$ cat src/rtl/mafir_pkg.sv
// Shared types and constants for the moving average / lowpass FIR block.
// Holds the sample and coefficient types, coefficient reset values, FSM states
// and the status structs passed from the datapath units to the top level.
package mafir_pkg;

   localparam int SAMPLE_W   = 16;
   localparam int COEF_W     = 16;
   localparam int COEF_REGS  = 6;
   localparam int COEF_IDX_W = 3;
   localparam int CSR_IDX_W  = 3;
   localparam int FRAC_W     = 16;

   // Highest coefficient register index; also selects the weight for every inner tap
   // at least COEF_LAST taps from either end of a long filter.
   localparam logic [COEF_IDX_W-1:0] COEF_LAST = COEF_IDX_W'(COEF_REGS - 1);

   typedef logic [COEF_W-1:0]            coef_type;
   typedef coef_type [COEF_REGS-1:0]     coef_bank_type;
   typedef logic signed [SAMPLE_W-1:0]   sample_type;

   localparam coef_bank_type COEF_RESET = {
      16'd10689, 16'd9162, 16'd6593, 16'd3795, 16'd1665, 16'd865
   };

   typedef enum logic {
      ST_IDLE,
      ST_RUN
   } state_type;

   typedef struct packed {
      logic       done;
      sample_type mean;
   } avg_status_type;

   typedef struct packed {
      logic       done;
      sample_type lowpass;
      logic       clipped;
   } fir_status_type;

endpackage

$ cat src/rtl/mafir_if.sv
// Valid/ready channel interfaces for the input sample word and the result word.
// Depends on mafir_pkg for the sample type.
interface mafir_req_if;
   import mafir_pkg::*;

   logic       valid;
   logic       ready;
   sample_type sample_in;

   modport source (output valid, output sample_in, input ready);
   modport sink   (input valid, input sample_in, output ready);
endinterface

interface mafir_rsp_if;
   import mafir_pkg::*;

   logic       valid;
   logic       ready;
   sample_type window_mean;
   sample_type lowpass_out;
   logic       lowpass_clipped;

   modport source (output valid, output window_mean, output lowpass_out,
                   output lowpass_clipped, input ready);
   modport sink   (input valid, input window_mean, input lowpass_out,
                   input lowpass_clipped, output ready);
endinterface

$ cat src/rtl/mafir_avg.sv
// Moving average unit: circular window memory with a running sum, then a
// reciprocal multiply with one correction step for the divide by AVG_LEN.
// Depends on mafir_pkg.
module mafir_avg #(
   parameter int AVG_LEN = 5
) (
   input  logic                       clock,
   input  logic                       reset,
   input  logic                       start,
   input  mafir_pkg::sample_type      word_in,
   output mafir_pkg::avg_status_type  status
);
   import mafir_pkg::*;

   localparam int SLOT_W = $clog2(AVG_LEN);
   localparam int SUM_W  = SAMPLE_W + $clog2(AVG_LEN);
   localparam int MAG_W  = SUM_W;
   localparam logic [MAG_W-1:0]        RECIP     = MAG_W'((1 << MAG_W) / AVG_LEN);
   localparam logic [MAG_W-1:0]        DIVISOR   = MAG_W'(AVG_LEN);
   localparam logic [SLOT_W-1:0]       SLOT_LAST = SLOT_W'(AVG_LEN - 1);
   localparam logic signed [SUM_W-1:0] SUM_MAX   =
      SUM_W'(AVG_LEN * ((1 << (SAMPLE_W - 1)) - 1));
   localparam logic signed [SUM_W-1:0] SUM_MIN   =
      SUM_W'(-(AVG_LEN * (1 << (SAMPLE_W - 1))));

   sample_type                win_mem [AVG_LEN];
   logic [AVG_LEN-1:0]        win_vld_ff;
   logic [SLOT_W-1:0]         slot_ff;
   logic [SLOT_W-1:0]         slot_in;
   logic [2:0]                st_ff;
   sample_type                rd_ff;
   logic                      rd_vld_ff;
   sample_type                word_ff;
   sample_type                old_val;
   logic signed [SUM_W-1:0]   sum_ff;
   logic signed [SUM_W-1:0]   sum_in;
   logic [MAG_W-1:0]          mag_ff;
   logic [MAG_W-1:0]          mag_in;
   logic                      sign_ff;
   logic [2*MAG_W-1:0]        prod_ff;
   logic [MAG_W-1:0]          q_est;
   logic [MAG_W-1:0]          rem;
   logic [MAG_W-1:0]          q_fix;
   sample_type                mean_ff;
   sample_type                mean_in;
   logic                      done_ff;

   always_comb begin
      old_val = rd_vld_ff ? rd_ff : '0;
      sum_in  = sum_ff + SUM_W'(word_ff) - SUM_W'(old_val);
      slot_in = (slot_ff == SLOT_LAST) ? '0 : slot_ff + 1'b1;
      mag_in  = sum_ff[SUM_W-1] ? MAG_W'(-sum_ff) : MAG_W'(sum_ff);
      // Quotient estimate is exact or one low; fix it from the remainder.
      q_est   = prod_ff[2*MAG_W-1:MAG_W];
      rem     = mag_ff - q_est * DIVISOR;
      q_fix   = (rem >= DIVISOR) ? q_est + 1'b1 : q_est;
      mean_in = sign_ff ? SAMPLE_W'(-q_fix) : SAMPLE_W'(q_fix);
   end

   always_ff @(posedge clock) begin
      if (reset) begin
         st_ff      <= '0;
         win_vld_ff <= '0;
         slot_ff    <= '0;
         sum_ff     <= '0;
         done_ff    <= 1'b0;
      end else begin
         st_ff <= {st_ff[1:0], start};
         if (st_ff[0]) begin
            win_vld_ff[slot_ff] <= 1'b1;
            slot_ff             <= slot_in;
            sum_ff              <= sum_in;
         end
         if (start) begin
            done_ff <= 1'b0;
         end else if (st_ff[2]) begin
            done_ff <= 1'b1;
         end
      end
   end

   // Read the outgoing word on start, write the new word back in the following cycle.
   always_ff @(posedge clock) begin
      if (st_ff[0]) begin
         win_mem[slot_ff] <= word_ff;
      end
      if (start) begin
         rd_ff     <= win_mem[slot_ff];
         rd_vld_ff <= win_vld_ff[slot_ff];
         word_ff   <= word_in;
      end
   end

   always_ff @(posedge clock) begin
      if (st_ff[1]) begin
         mag_ff  <= mag_in;
         sign_ff <= sum_ff[SUM_W-1];
         prod_ff <= mag_in * RECIP;
      end
      if (st_ff[2]) begin
         mean_ff <= mean_in;
      end
   end

   assign status.done = done_ff;
   assign status.mean = mean_ff;

   a_start_empty: assert property (@(posedge clock) disable iff (reset)
      start |-> st_ff == '0)
      else $error("avg: new word started while the previous one is in flight");

   a_one_word: assert property (@(posedge clock) disable iff (reset)
      $onehot0(st_ff))
      else $error("avg: more than one word in the pipeline");

   a_sum_range: assert property (@(posedge clock) disable iff (reset)
      sum_ff <= SUM_MAX && sum_ff >= SUM_MIN)
      else $error("avg: running sum outside the window range");

endmodule

$ cat src/rtl/mafir_fir.sv
// Lowpass FIR unit: circular delay-line memory swept oldest to newest through
// one shared multiply-accumulate, then truncation toward zero and saturation.
// Depends on mafir_pkg.
module mafir_fir #(
   parameter int TAP_COUNT = 12
) (
   input  logic                       clock,
   input  logic                       reset,
   input  logic                       start,
   input  mafir_pkg::sample_type      word_in,
   input  mafir_pkg::coef_bank_type   coef,
   output mafir_pkg::fir_status_type  status
);
   import mafir_pkg::*;

   localparam int TW     = $clog2(TAP_COUNT);
   localparam int PROD_W = SAMPLE_W + COEF_W + 1;
   localparam int ACC_W  = PROD_W + $clog2(TAP_COUNT);
   localparam int Q_W    = ACC_W - FRAC_W;
   localparam int KW     = (TW > COEF_IDX_W) ? TW : COEF_IDX_W;
   localparam logic [TW-1:0]         TAP_LAST = TW'(TAP_COUNT - 1);
   localparam sample_type            RAIL_HI  = {1'b0, {(SAMPLE_W-1){1'b1}}};
   localparam sample_type            RAIL_LO  = {1'b1, {(SAMPLE_W-1){1'b0}}};
   localparam logic signed [Q_W-1:0] OUT_MAX  = Q_W'(RAIL_HI);
   localparam logic signed [Q_W-1:0] OUT_MIN  = Q_W'(RAIL_LO);

   sample_type                tap_mem [TAP_COUNT];
   logic [TAP_COUNT-1:0]      tap_vld_ff;
   logic [TW-1:0]             slot_ff;
   logic [TW-1:0]             slot_next;
   logic [TW-1:0]             rd_addr;
   logic [TW-1:0]             rd_ptr_ff;
   logic [TW-1:0]             rd_ptr_next;
   logic [TW-1:0]             cnt_addr;
   logic [TW-1:0]             cnt_ff;
   logic [TW-1:0]             mirror;
   logic [KW-1:0]             k_raw;
   logic [COEF_IDX_W-1:0]     coef_sel;
   logic                      issue;
   logic                      iss_ff;
   logic                      p1_ff;
   logic                      p1_last_ff;
   logic                      p2_ff;
   logic                      p2_last_ff;
   logic                      fin_ff;
   logic                      done_ff;
   sample_type                rd_ff;
   logic                      rd_vld_ff;
   sample_type                tap_val;
   coef_type                  coef_rd_ff;
   logic signed [PROD_W-1:0]  prod_ff;
   logic signed [ACC_W-1:0]   acc_ff;
   logic signed [ACC_W-1:0]   acc_in;
   logic signed [Q_W-1:0]     q_val;
   sample_type                out_ff;
   sample_type                out_in;
   logic                      clip_ff;
   logic                      clip_in;

   always_comb begin
      slot_next   = (slot_ff == TAP_LAST) ? '0 : slot_ff + 1'b1;
      issue       = start || iss_ff;
      // The sweep starts at the oldest entry, right after the one being written.
      rd_addr     = start ? slot_next : rd_ptr_ff;
      rd_ptr_next = (rd_addr == TAP_LAST) ? '0 : rd_addr + 1'b1;
      cnt_addr    = start ? '0 : cnt_ff;
      mirror      = TAP_LAST - cnt_addr;
      k_raw       = (cnt_addr < mirror) ? KW'(cnt_addr) : KW'(mirror);
      coef_sel    = (k_raw > KW'(COEF_LAST)) ? COEF_LAST : COEF_IDX_W'(k_raw);
      tap_val     = rd_vld_ff ? rd_ff : '0;
      acc_in      = acc_ff + ACC_W'(prod_ff);
   end

   always_comb begin
      q_val = acc_ff[ACC_W-1:FRAC_W];
      // Round a negative sum with a nonzero fraction up, toward zero.
      if (acc_ff[ACC_W-1] && (acc_ff[FRAC_W-1:0] != '0)) begin
         q_val = q_val + 1'b1;
      end
      if (q_val > OUT_MAX) begin
         out_in  = RAIL_HI;
         clip_in = 1'b1;
      end else if (q_val < OUT_MIN) begin
         out_in  = RAIL_LO;
         clip_in = 1'b1;
      end else begin
         out_in  = SAMPLE_W'(q_val);
         clip_in = 1'b0;
      end
   end

   always_ff @(posedge clock) begin
      if (reset) begin
         tap_vld_ff <= '0;
         slot_ff    <= '0;
         iss_ff     <= 1'b0;
         p1_ff      <= 1'b0;
         p1_last_ff <= 1'b0;
         p2_ff      <= 1'b0;
         p2_last_ff <= 1'b0;
         fin_ff     <= 1'b0;
         done_ff    <= 1'b0;
      end else begin
         if (start) begin
            tap_vld_ff[slot_ff] <= 1'b1;
            slot_ff             <= slot_next;
         end
         iss_ff     <= issue && (cnt_addr != TAP_LAST);
         p1_ff      <= issue;
         p1_last_ff <= issue && (cnt_addr == TAP_LAST);
         p2_ff      <= p1_ff;
         p2_last_ff <= p1_last_ff;
         fin_ff     <= p2_last_ff;
         if (start) begin
            done_ff <= 1'b0;
         end else if (fin_ff) begin
            done_ff <= 1'b1;
         end
      end
   end

   always_ff @(posedge clock) begin
      if (start) begin
         tap_mem[slot_ff] <= word_in;
      end
      if (issue) begin
         rd_ff      <= tap_mem[rd_addr];
         rd_vld_ff  <= tap_vld_ff[rd_addr];
         coef_rd_ff <= coef[coef_sel];
         rd_ptr_ff  <= rd_ptr_next;
         cnt_ff     <= cnt_addr + 1'b1;
      end
   end

   always_ff @(posedge clock) begin
      if (p1_ff) begin
         prod_ff <= tap_val * $signed({1'b0, coef_rd_ff});
      end
      if (start) begin
         acc_ff <= '0;
      end else if (p2_ff) begin
         acc_ff <= acc_in;
      end
      if (fin_ff) begin
         out_ff  <= out_in;
         clip_ff <= clip_in;
      end
   end

   assign status.done    = done_ff;
   assign status.lowpass = out_ff;
   assign status.clipped = clip_ff;

   a_start_idle: assert property (@(posedge clock) disable iff (reset)
      start |-> !iss_ff && !p1_ff && !p2_ff && !fin_ff)
      else $error("fir: new word started while the sweep is running");

   a_drained: assert property (@(posedge clock) disable iff (reset)
      fin_ff |-> !iss_ff && !p1_ff && !p2_ff)
      else $error("fir: finalize with products still in flight");

   a_clip_rail: assert property (@(posedge clock) disable iff (reset)
      fin_ff |=> !clip_ff || out_ff == RAIL_HI || out_ff == RAIL_LO)
      else $error("fir: clip flag set on a value off the rails");

endmodule

$ cat src/rtl/moving_average_and_fir_lowpass.sv
// One input word is in work at a time: a new word is accepted only once the result of
// the last one has moved to the output register. The FIR delay-line memory feeds one
// shared multiplier one tap per cycle, which sets the word rate.
// Reset (synchronous): window and delay-line valid bits, running sum and result valid
// clear at once, coefficients return to their defaults; no clearing pass is needed.
module moving_average_and_fir_lowpass #(
   parameter int AVG_LEN   = 5,
   parameter int TAP_COUNT = 12
) (
   input  logic                                clock,
   input  logic                                reset,
   mafir_req_if.sink                           req_bus,
   mafir_rsp_if.source                         rsp_bus,
   input  logic                                csr_we,
   input  logic [mafir_pkg::CSR_IDX_W-1:0]     csr_index,
   input  logic [mafir_pkg::COEF_W-1:0]        csr_wdata
);
   import mafir_pkg::*;

   state_type       state_ff;
   state_type       state_in;
   coef_bank_type   coef_ff;
   logic            req_ready;
   logic            accept;
   logic            rsp_load;
   logic            rsp_valid_ff;
   sample_type      mean_ff;
   sample_type      lowpass_ff;
   logic            clipped_ff;
   avg_status_type  avg_st;
   fir_status_type  fir_st;

   mafir_avg #(
      .AVG_LEN (AVG_LEN)
   ) u_avg (
      .clock   (clock),
      .reset   (reset),
      .start   (accept),
      .word_in (req_bus.sample_in),
      .status  (avg_st)
   );

   mafir_fir #(
      .TAP_COUNT (TAP_COUNT)
   ) u_fir (
      .clock   (clock),
      .reset   (reset),
      .start   (accept),
      .word_in (req_bus.sample_in),
      .coef    (coef_ff),
      .status  (fir_st)
   );

   always_comb begin
      state_in = state_ff;
      case (state_ff)
         ST_IDLE: begin
            if (req_bus.valid) begin
               state_in = ST_RUN;
            end
         end
         ST_RUN: begin
            if (rsp_load) begin
               state_in = ST_IDLE;
            end
         end
         default: begin
            state_in = ST_IDLE;
         end
      endcase
   end

   always_comb begin
      req_ready = 1'b0;
      rsp_load  = 1'b0;
      case (state_ff)
         ST_IDLE: begin
            req_ready = 1'b1;
         end
         ST_RUN: begin
            // Hand over once both units finish and the output register is free.
            rsp_load = avg_st.done && fir_st.done && (!rsp_valid_ff || rsp_bus.ready);
         end
         default: begin
            req_ready = 1'b0;
         end
      endcase
   end

   assign accept        = req_bus.valid && req_ready;
   assign req_bus.ready = req_ready;

   always_ff @(posedge clock) begin
      if (reset) begin
         state_ff     <= ST_IDLE;
         coef_ff      <= COEF_RESET;
         rsp_valid_ff <= 1'b0;
      end else begin
         state_ff <= state_in;
         if (csr_we && (csr_index <= COEF_LAST)) begin
            coef_ff[csr_index] <= csr_wdata;
         end
         if (rsp_load) begin
            rsp_valid_ff <= 1'b1;
         end else if (rsp_bus.ready) begin
            rsp_valid_ff <= 1'b0;
         end
      end
   end

   always_ff @(posedge clock) begin
      if (rsp_load) begin
         mean_ff    <= avg_st.mean;
         lowpass_ff <= fir_st.lowpass;
         clipped_ff <= fir_st.clipped;
      end
   end

   assign rsp_bus.valid           = rsp_valid_ff;
   assign rsp_bus.window_mean     = mean_ff;
   assign rsp_bus.lowpass_out     = lowpass_ff;
   assign rsp_bus.lowpass_clipped = clipped_ff;

   a_accept_busy: assert property (@(posedge clock) disable iff (reset)
      accept |=> !req_bus.ready)
      else $error("top: ready stayed high after a word was accepted");

   a_load_from_run: assert property (@(posedge clock) disable iff (reset)
      $rose(rsp_valid_ff) |-> $past(state_ff == ST_RUN))
      else $error("top: result loaded with no word in work");

   a_units_agree: assert property (@(posedge clock) disable iff (reset)
      state_ff == ST_IDLE |-> avg_st.done == fir_st.done)
      else $error("top: average and filter units out of step");

endmodule
$ cat src/flat_wrapper.sv
// flat-port wrapper written by rule: the top's interface ports become plain ports
module moving_average_and_fir_lowpass_flat import mafir_pkg::*;
#(
   parameter int AVG_LEN   = 5,
   parameter int TAP_COUNT = 12
)
  (clock, reset, csr_we, csr_index, csr_wdata, req_bus_valid, req_bus_sample_in, req_bus_ready, rsp_bus_valid, rsp_bus_window_mean, rsp_bus_lowpass_out, rsp_bus_lowpass_clipped, rsp_bus_ready);
  mafir_req_if req_bus_i ();
  mafir_rsp_if rsp_bus_i ();
  input  logic clock;
  input  logic reset;
  input  logic csr_we;
  input  logic [mafir_pkg::CSR_IDX_W-1:0] csr_index;
  input  logic [mafir_pkg::COEF_W-1:0] csr_wdata;
  input wire logic [$bits(req_bus_i.valid)-1:0] req_bus_valid;
  input wire logic [$bits(req_bus_i.sample_in)-1:0] req_bus_sample_in;
  output wire logic [$bits(req_bus_i.ready)-1:0] req_bus_ready;
  output wire logic [$bits(rsp_bus_i.valid)-1:0] rsp_bus_valid;
  output wire logic [$bits(rsp_bus_i.window_mean)-1:0] rsp_bus_window_mean;
  output wire logic [$bits(rsp_bus_i.lowpass_out)-1:0] rsp_bus_lowpass_out;
  output wire logic [$bits(rsp_bus_i.lowpass_clipped)-1:0] rsp_bus_lowpass_clipped;
  input wire logic [$bits(rsp_bus_i.ready)-1:0] rsp_bus_ready;
  assign req_bus_i.valid = req_bus_valid;
  assign req_bus_i.sample_in = req_bus_sample_in;
  assign req_bus_ready = req_bus_i.ready;
  assign rsp_bus_valid = rsp_bus_i.valid;
  assign rsp_bus_window_mean = rsp_bus_i.window_mean;
  assign rsp_bus_lowpass_out = rsp_bus_i.lowpass_out;
  assign rsp_bus_lowpass_clipped = rsp_bus_i.lowpass_clipped;
  assign rsp_bus_i.ready = rsp_bus_ready;
  moving_average_and_fir_lowpass #(.AVG_LEN(AVG_LEN), .TAP_COUNT(TAP_COUNT)) u_core (.clock(clock), .reset(reset), .req_bus(req_bus_i), .rsp_bus(rsp_bus_i), .csr_we(csr_we), .csr_index(csr_index), .csr_wdata(csr_wdata));
endmodule
$ cat config.mk
export PLATFORM = sky130hd
export DESIGN_NAME = moving_average_and_fir_lowpass_flat
export DESIGN_NICKNAME = d
export VERILOG_FILES = /design/src/rtl/mafir_pkg.sv /design/src/rtl/mafir_if.sv /design/src/rtl/mafir_avg.sv /design/src/rtl/mafir_fir.sv /design/src/rtl/moving_average_and_fir_lowpass.sv /design/src/flat_wrapper.sv
export SDC_FILE = /design/constraint.sdc
export NUM_CORES = 2
export LEC_CHECK = 0
export ABC_AREA = 1
export BUFFER_PORTS_ARGS = -buffer_cell sky130_fd_sc_hd__clkbuf_2
export CORE_MARGIN = 3
export CORE_UTILIZATION = 45
export CTS_BUF_LIST = sky130_fd_sc_hd__clkbuf_8 sky130_fd_sc_hd__clkbuf_16
export DETAILED_ROUTE_END_ITERATION = 16
export PLACE_DENSITY = 0.71
export SYNTH_ARGS = -nofsm -noshare
export SYNTH_HDL_FRONTEND = slang
export SYNTH_HIERARCHICAL = 1
export SYNTH_SLANG_ARGS = --single-unit
$ cat constraint.sdc
create_clock -name clock -period 11.7 [get_ports clock]
set_input_delay 0.585 -clock clock [delete_from_list [all_inputs] [get_ports clock]]
set_output_delay 0.585 -clock clock [all_outputs]
set_load 0.05 [all_outputs]
# ---- After elaboration in Yosys (flattened, before gate mapping)
# Memory sizes are Yosys's and may differ from the RTL's. A register that Yosys moved wholly into a read port is not among the register bits.
# Cells that the tools add are included.
dict set report classes {
  addsub 13
  multipliers 3
  n_div 0
  magnitude_cmp 14
  eq_ne 5
  shift 0
  mux 38
  n_bitwise 3
  n_reduce_logical 16
}
# cell count
set ops {}
lappend ops {{$mux 16} 7}
lappend ops {{$bwmux 96} 1}
lappend ops {{$bmux 16 s3} 1}
lappend ops {{$demux 16 s3} 1}
lappend ops {{$add 37x33->37} 1}
lappend ops {{$mul 19x17->36 const B} 1}
lappend ops {{$mul 16x17->33} 1}
lappend ops {{$add 21x1->21 const B} 1}
lappend ops {{$gt 21x16->1 const B} 1}
lappend ops {{$lt 21x16->1 const B} 1}
lappend ops {{$mux 21} 1}
lappend ops {{$add 19x16->19} 1}
lappend ops {{$ge 19x3->1 const B} 1}
lappend ops {{$mul 17x3->19 const B} 1}
lappend ops {{$mux 19} 1}
lappend ops {{$neg 19->19} 1}
lappend ops {{$sub 19x16->19} 1}
lappend ops {{$sub 19x19->19} 1}
lappend ops {{$add 16x1->16 const B} 1}
lappend ops {{$mux 4} 4}
lappend ops {{$neg 16->16} 1}
lappend ops {{$reduce_bool 16->1} 1}
lappend ops {{$mux 1} 15}
lappend ops {{$add 4x1->4 const B} 3}
lappend ops {{26 further kinds} 43}
dict set report totals {
  ff_bits 386
  latchBits 0
  ramBits 272
  rom_bits 0
  input_bits 40
  output_inout_bits 35
  elab_cells 133
  mem_count 2
}
# memory words width rd rd_ports_with_merged_regs wr line_no
set mem_list {}
lappend mem_list {u_core.u_fir.tap_mem 12 16 1 1 1 mafir_fir.sv:27} ;# sample_type tap_mem [TAP_COUNT];
lappend mem_list {u_core.u_avg.win_mem 5 16 1 1 1 mafir_avg.sv:26} ;# sample_type win_mem [AVG_LEN];

# ---- Logic depth before layout (Yosys ltp)
dict set report logic_depth {
  depth_word 10
  ltp_mapped 35
  depth_no_buf 35
}

# ---- By module
# The synthesis kept the hierarchy.
# module instances cells_per_inst area_each_um2 seq_area_each_um2
set by_module_without_submodules {}
lappend by_module_without_submodules {mafir_fir 1 2927 25599.6 9699.3}
lappend by_module_without_submodules {mafir_avg 1 1971 17345.4 5605.4}
lappend by_module_without_submodules {moving_average_and_fir_lowpass 1 560 4785.8 2952.8}

# ---- Least setup slack after synthesis
# OpenSTA, ideal clock, no wires.
dict set report synth_path {
  path_type {register to register}
  startpoint {reg u_core.u_avg.sum_ff[0]}
  endpoint {reg u_core.u_avg.prod_ff[34] (data pin)}
  setup_ps 265
  arrival_ps 6354
  required_time_ps 11435
  slack_ps 5081
  stages_incl_launch_ff 31
  n_path_buf 0
  period_less_slack_ps 6619
  path_cell_list {dfxtp_1 inv_1 ha_1 inv_1 nor3_1 nand2_1 nor2_1 inv_1 nor4_1 nand3_1 nor3_1 inv_1 nor4_1 ha_1 ha_1 inv_1 fa_1 inv_1 fa_1 fa_1 inv_1 fa_1 inv_1 ha_1 a21oi_1 inv_1 a31oi_1 o21ai_0 a221oi_1 o21ai_0 xor2_1}
}
dict set report synth_via {
  elab_chain_cells 3
}
# item line_no
set synth_lines {}
lappend synth_lines {{start, declared} mafir_avg.sv:35} ;# logic signed [SUM_W-1:0] sum_ff;
lappend synth_lines {{start signal, assigned} mafir_avg.sv:72} ;# sum_ff <= sum_in;
lappend synth_lines {{$neg 19->19} mafir_avg.sv:52} ;# mag_in = sum_ff[SUM_W-1] ? MAG_W'(-sum_ff) : MAG_W'(sum_ff);
lappend synth_lines {{$mux 19} mafir_avg.sv:52}
lappend synth_lines {{net u_core.u_avg.mag_in[18]} mafir_avg.sv:38} ;# logic [MAG_W-1:0] mag_in;
lappend synth_lines {{$mul 19x17->36} mafir_avg.sv:98} ;# prod_ff <= mag_in * RECIP;
lappend synth_lines {{end signal, assigned} mafir_avg.sv:98}
lappend synth_lines {{end, declared} mafir_avg.sv:40} ;# logic [2*MAG_W-1:0] prod_ff;
# The timed path passes the listed nets, and every way through them passes these cells.
# A chain may end at the register's enable or synchronous reset.

# ---- Worst setup path after layout
dict set report layout_path {
  startpoint {reg u_core.u_avg.sum_ff[0]}
  endpoint {reg u_core.u_avg.prod_ff[28] (data pin)}
}
# The elaborated chain is that of the path after synthesis.

==> summary.txt <==
Run status: completed
Timing startpoint of the critical path: u_core/u_avg/sum_ff[0]
Biggest cell delay along the critical path: 550 ps
Clk root buf: clkbuf_16
Clock transition time at the flip-flop clock pins of the worst setup and hold paths: 60 ps
Slew Limit Headroom: 0.171
Multi-input gate area in the final layout: 25100 um2
Total of warnings raised by yosys: 6
Arr. time, crit path: 7560 ps
Max rail drop VDD: 0.319 mV
Pwr dens: 286 nW/um2
Worst reg2reg setup slack: 4520 ps
Sequential area share after synthesis: 0.383
Finish-stage setup viols: 0
Commonest non-fill, non-tap cell in the layout: nand2_1
Die height: 332 um
Layout overhead on the synthesized area: 8.77%
Clk buf depth: 3
Routed WL: 124000 um
Gate Count Post-Synth: 5458
Later-pin clock latency in the skew report: 680 ps
Placed wire-length estimate after detailed placement: 92400 um
Netlist area before placement: 47700 um2
Placer's final routability congestion estimate: 0.953
Area of the placeable core: 104000 um2
Vias per cell: 5.28
Peak clock frequency supported by timing: 0.139 GHz
Drt drc: 0
CTS tree: yes
Fraction of post-synthesis cell area in the top cell type by area: 0.303
Max H-tree Level: 3
Most instantiated flip-flop cell in the synthesis netlist: edfxtp_1
Share of post-route cells with drive strength above 1: 0.0563
Type of the setup path with the least slack: reg -> reg
Hold violation count in the final report: 0
Top post-synthesis cells by area: edfxtp_1 30%, fa_1 14%, ha_1 9.5%
Critical path required time: 12080 ps
Final Skew: 64.7 ps
Number of clock buffers inserted by TritonCTS: 74
Port Buf Inserts: 74
Most repeated library cell on the critical path: inv_1
Critical path's slowest cell: fa_1
Number of library cell types mapped by synthesis: 56
Average cell area after synthesis: 8.75 um2
Cell type with the highest aggregate area in the netlist: edfxtp_1
Initial Utilization: 0.457
Crit path capture type: register
Die width: 332 um
Critical path startpoint category: register
Highest fanout seen on the critical path: 7
Origin of the critical flop-to-flop path: u_core/u_avg/sum_ff[0]
Number of detailed-routing iterations run before antenna repair: 6
Mapped Nets: 6181
Number of flops mapped to enable cells by yosys: 482
Most frequent cells in the layout: 1050 x nand2_1, 972 x inv_1, 629 x nor2_1
CP Depth: 31
Number of antenna violations at the first check in global routing: 2
Overall Global Routing Usage: 0.223
End point of the critical path: u_core/u_avg/prod_ff[28]
Setup repair after global routing missed its margin: false
P_leak: 24.2 nW
Final min period: 7180 ps
Count of antenna-violating nets left after detailed routing: 0
Buffers inserted by post-CTS timing repair: 0
Aggregate global routing overflow: 0
Final Net Count: 6216
Register Area: 18300 um2
Hold-fix buffers at CTS: 0
Number of clock sinks seen by CTS: 671
Max capacitance violation total: 0
Maximum number of pins on one net before global-route repair: 98
Post-synthesis register bit count: 671
Routed vias: 36600
Final period utilization: 0.614
Endpoint of the lowest-slack register-to-register path: u_core/u_avg/prod_ff[28]
Bufs and invs on worst path: 9
Proportion of register bits with asynchronous set or reset after synthesis: 0
CTS-repair resized insts: 0
Filler-free cell count of the finished design: 6936
Tightest Hold Check Type: in -> reg
Top cell family by delay on the critical path: adder cells
Post-layout utilization of the core: 0.497
Vias in the first global route: 36200
DR WL/cell: 17.8 um
Total Die Area: 110000 um2
Worst Max-Slew Pin Slew: 1240 ps
Row cnt: 118
Final TNS setup: 0 ps
Final slew viol count: 0
Ports: 75
Global-route wire length before repair: 197000 um
Filler Cell Count: 9681
Total placed cells including tap cells: 6797
Count of cells along the worst register-to-register path: 31
Detailed router's first-iteration violation count: 3171
power breakdown:
part           total, mW  leakage (nW)  switching, mW  internal (mW)
combinational       9.29          17.0           6.08           3.21
sequential          3.21          5.97          0.213           3.00
clock               2.34          1.24           1.01           1.33
total               14.8          24.2           7.30           7.53
area by class of cell:
| cell class | instances | share of cell area |
|---|---|---|
| Clock buffer | 77 | 0.0365 |
| Multi-Input combinational cell | 3647 | 0.483 |
| Inverter | 984 | 0.0712 |
| Antenna cell | 1 | 0.0000482 |
| Clock inverter | 61 | 0.0118 |
| Sequential cell | 671 | 0.352 |
| Timing Repair Buffer | 115 | 0.0131 |
| Tap cell | 1380 | 0.0333 |
tightest hold or removal path, stage by stage:
cell      delay [ps]
clkbuf_2          90
nand2_1           50
nand3_1           50
sequential cells by signal, summed over array words and instances (netlist names), 17 cells and up:
name and cells:
u_core/u_fir/prod_ff 33, u_core/u_fir/tap_mem 192, u_core/u_avg/sum_ff 19, u_core/u_avg/prod_ff 17, u_core/u_fir/acc_ff 37, u_core/u_avg/mag_ff 19, u_core/u_avg/win_mem 80, u_core/coef_ff 96
cells in the mapped netlist (37+ instances only):
cell type,instances
nand2_1,1050
inv_1,960
nor2_1,639
edfxtp_1,482
ha_1,361
nand3_1,327
fa_1,322
o21ai_0,234
a21oi_1,209
dfxtp_1,189
xor2_1,125
clkbuf_1,86
nand4_1,52
xnor2_1,45
nor3_1,38
o211ai_1,37
per-stage QoR:
step	hold slack [ps]	area (um2)	power, mW	setup slack (ps)
finish	136	51900	14.8	4520
global route	138	51900	16.3	3990
CTS	109	51900	14.8	4540
detailed placement	402	49400	12.4	4600
global placement	392	49400	12.3	4680
floorplan	388	47700	9.91	5080
metal layers:
layer / GRT usage / share of wire / vias up
met1: 0.298 / 0.43 / 17500
met2: 0.373 / 0.47 / 1287
met3: 0.0305 / 0.064 / 259
met5: 0 / 0 / -
li1: - / - / 17600
met4: 0.0800 / 0.037 / 0
cells by family (layout without fill, tap and decap cells):
family                     after synthesis  count (layout)  share of synthesized area
muxes                                    4               4                   0.000839
buffers and inverters                 1140            1237                     0.0937
xor gates and xnor gates               170             170                     0.0312
and+or+nand+nor                       2186            2186                      0.191
AOI/OAI and AO/OA                      604             604                     0.0709
DFF                                    671             671                      0.383
other                                    0               1                          0
adders and majority gates              683             683                      0.230
worst min-delay path by stage:
| stage | from | to | slack [ps] | cells after the start |
|---|---|---|---|---|
| final | csr_wdata[5] | u_core/coef_ff[5] | 140 | 3 |
| after floorplan | u_core/u_fir/p2_last_ff | u_core/u_fir/fin_ff | 390 | 2 |
| after detailed placement | u_core/u_fir/p1_last_ff | u_core/u_fir/p2_last_ff | 400 | 2 |
| after CTS | csr_wdata[5] | u_core/coef_ff[5] | 110 | 3 |
| after global routing | csr_wdata[5] | u_core/coef_ff[5] | 140 | 3 |
| after global placement | u_core/u_fir/p2_last_ff | u_core/u_fir/fin_ff | 390 | 2 |
Note: power is estimated with default switching activity, not from simulation.
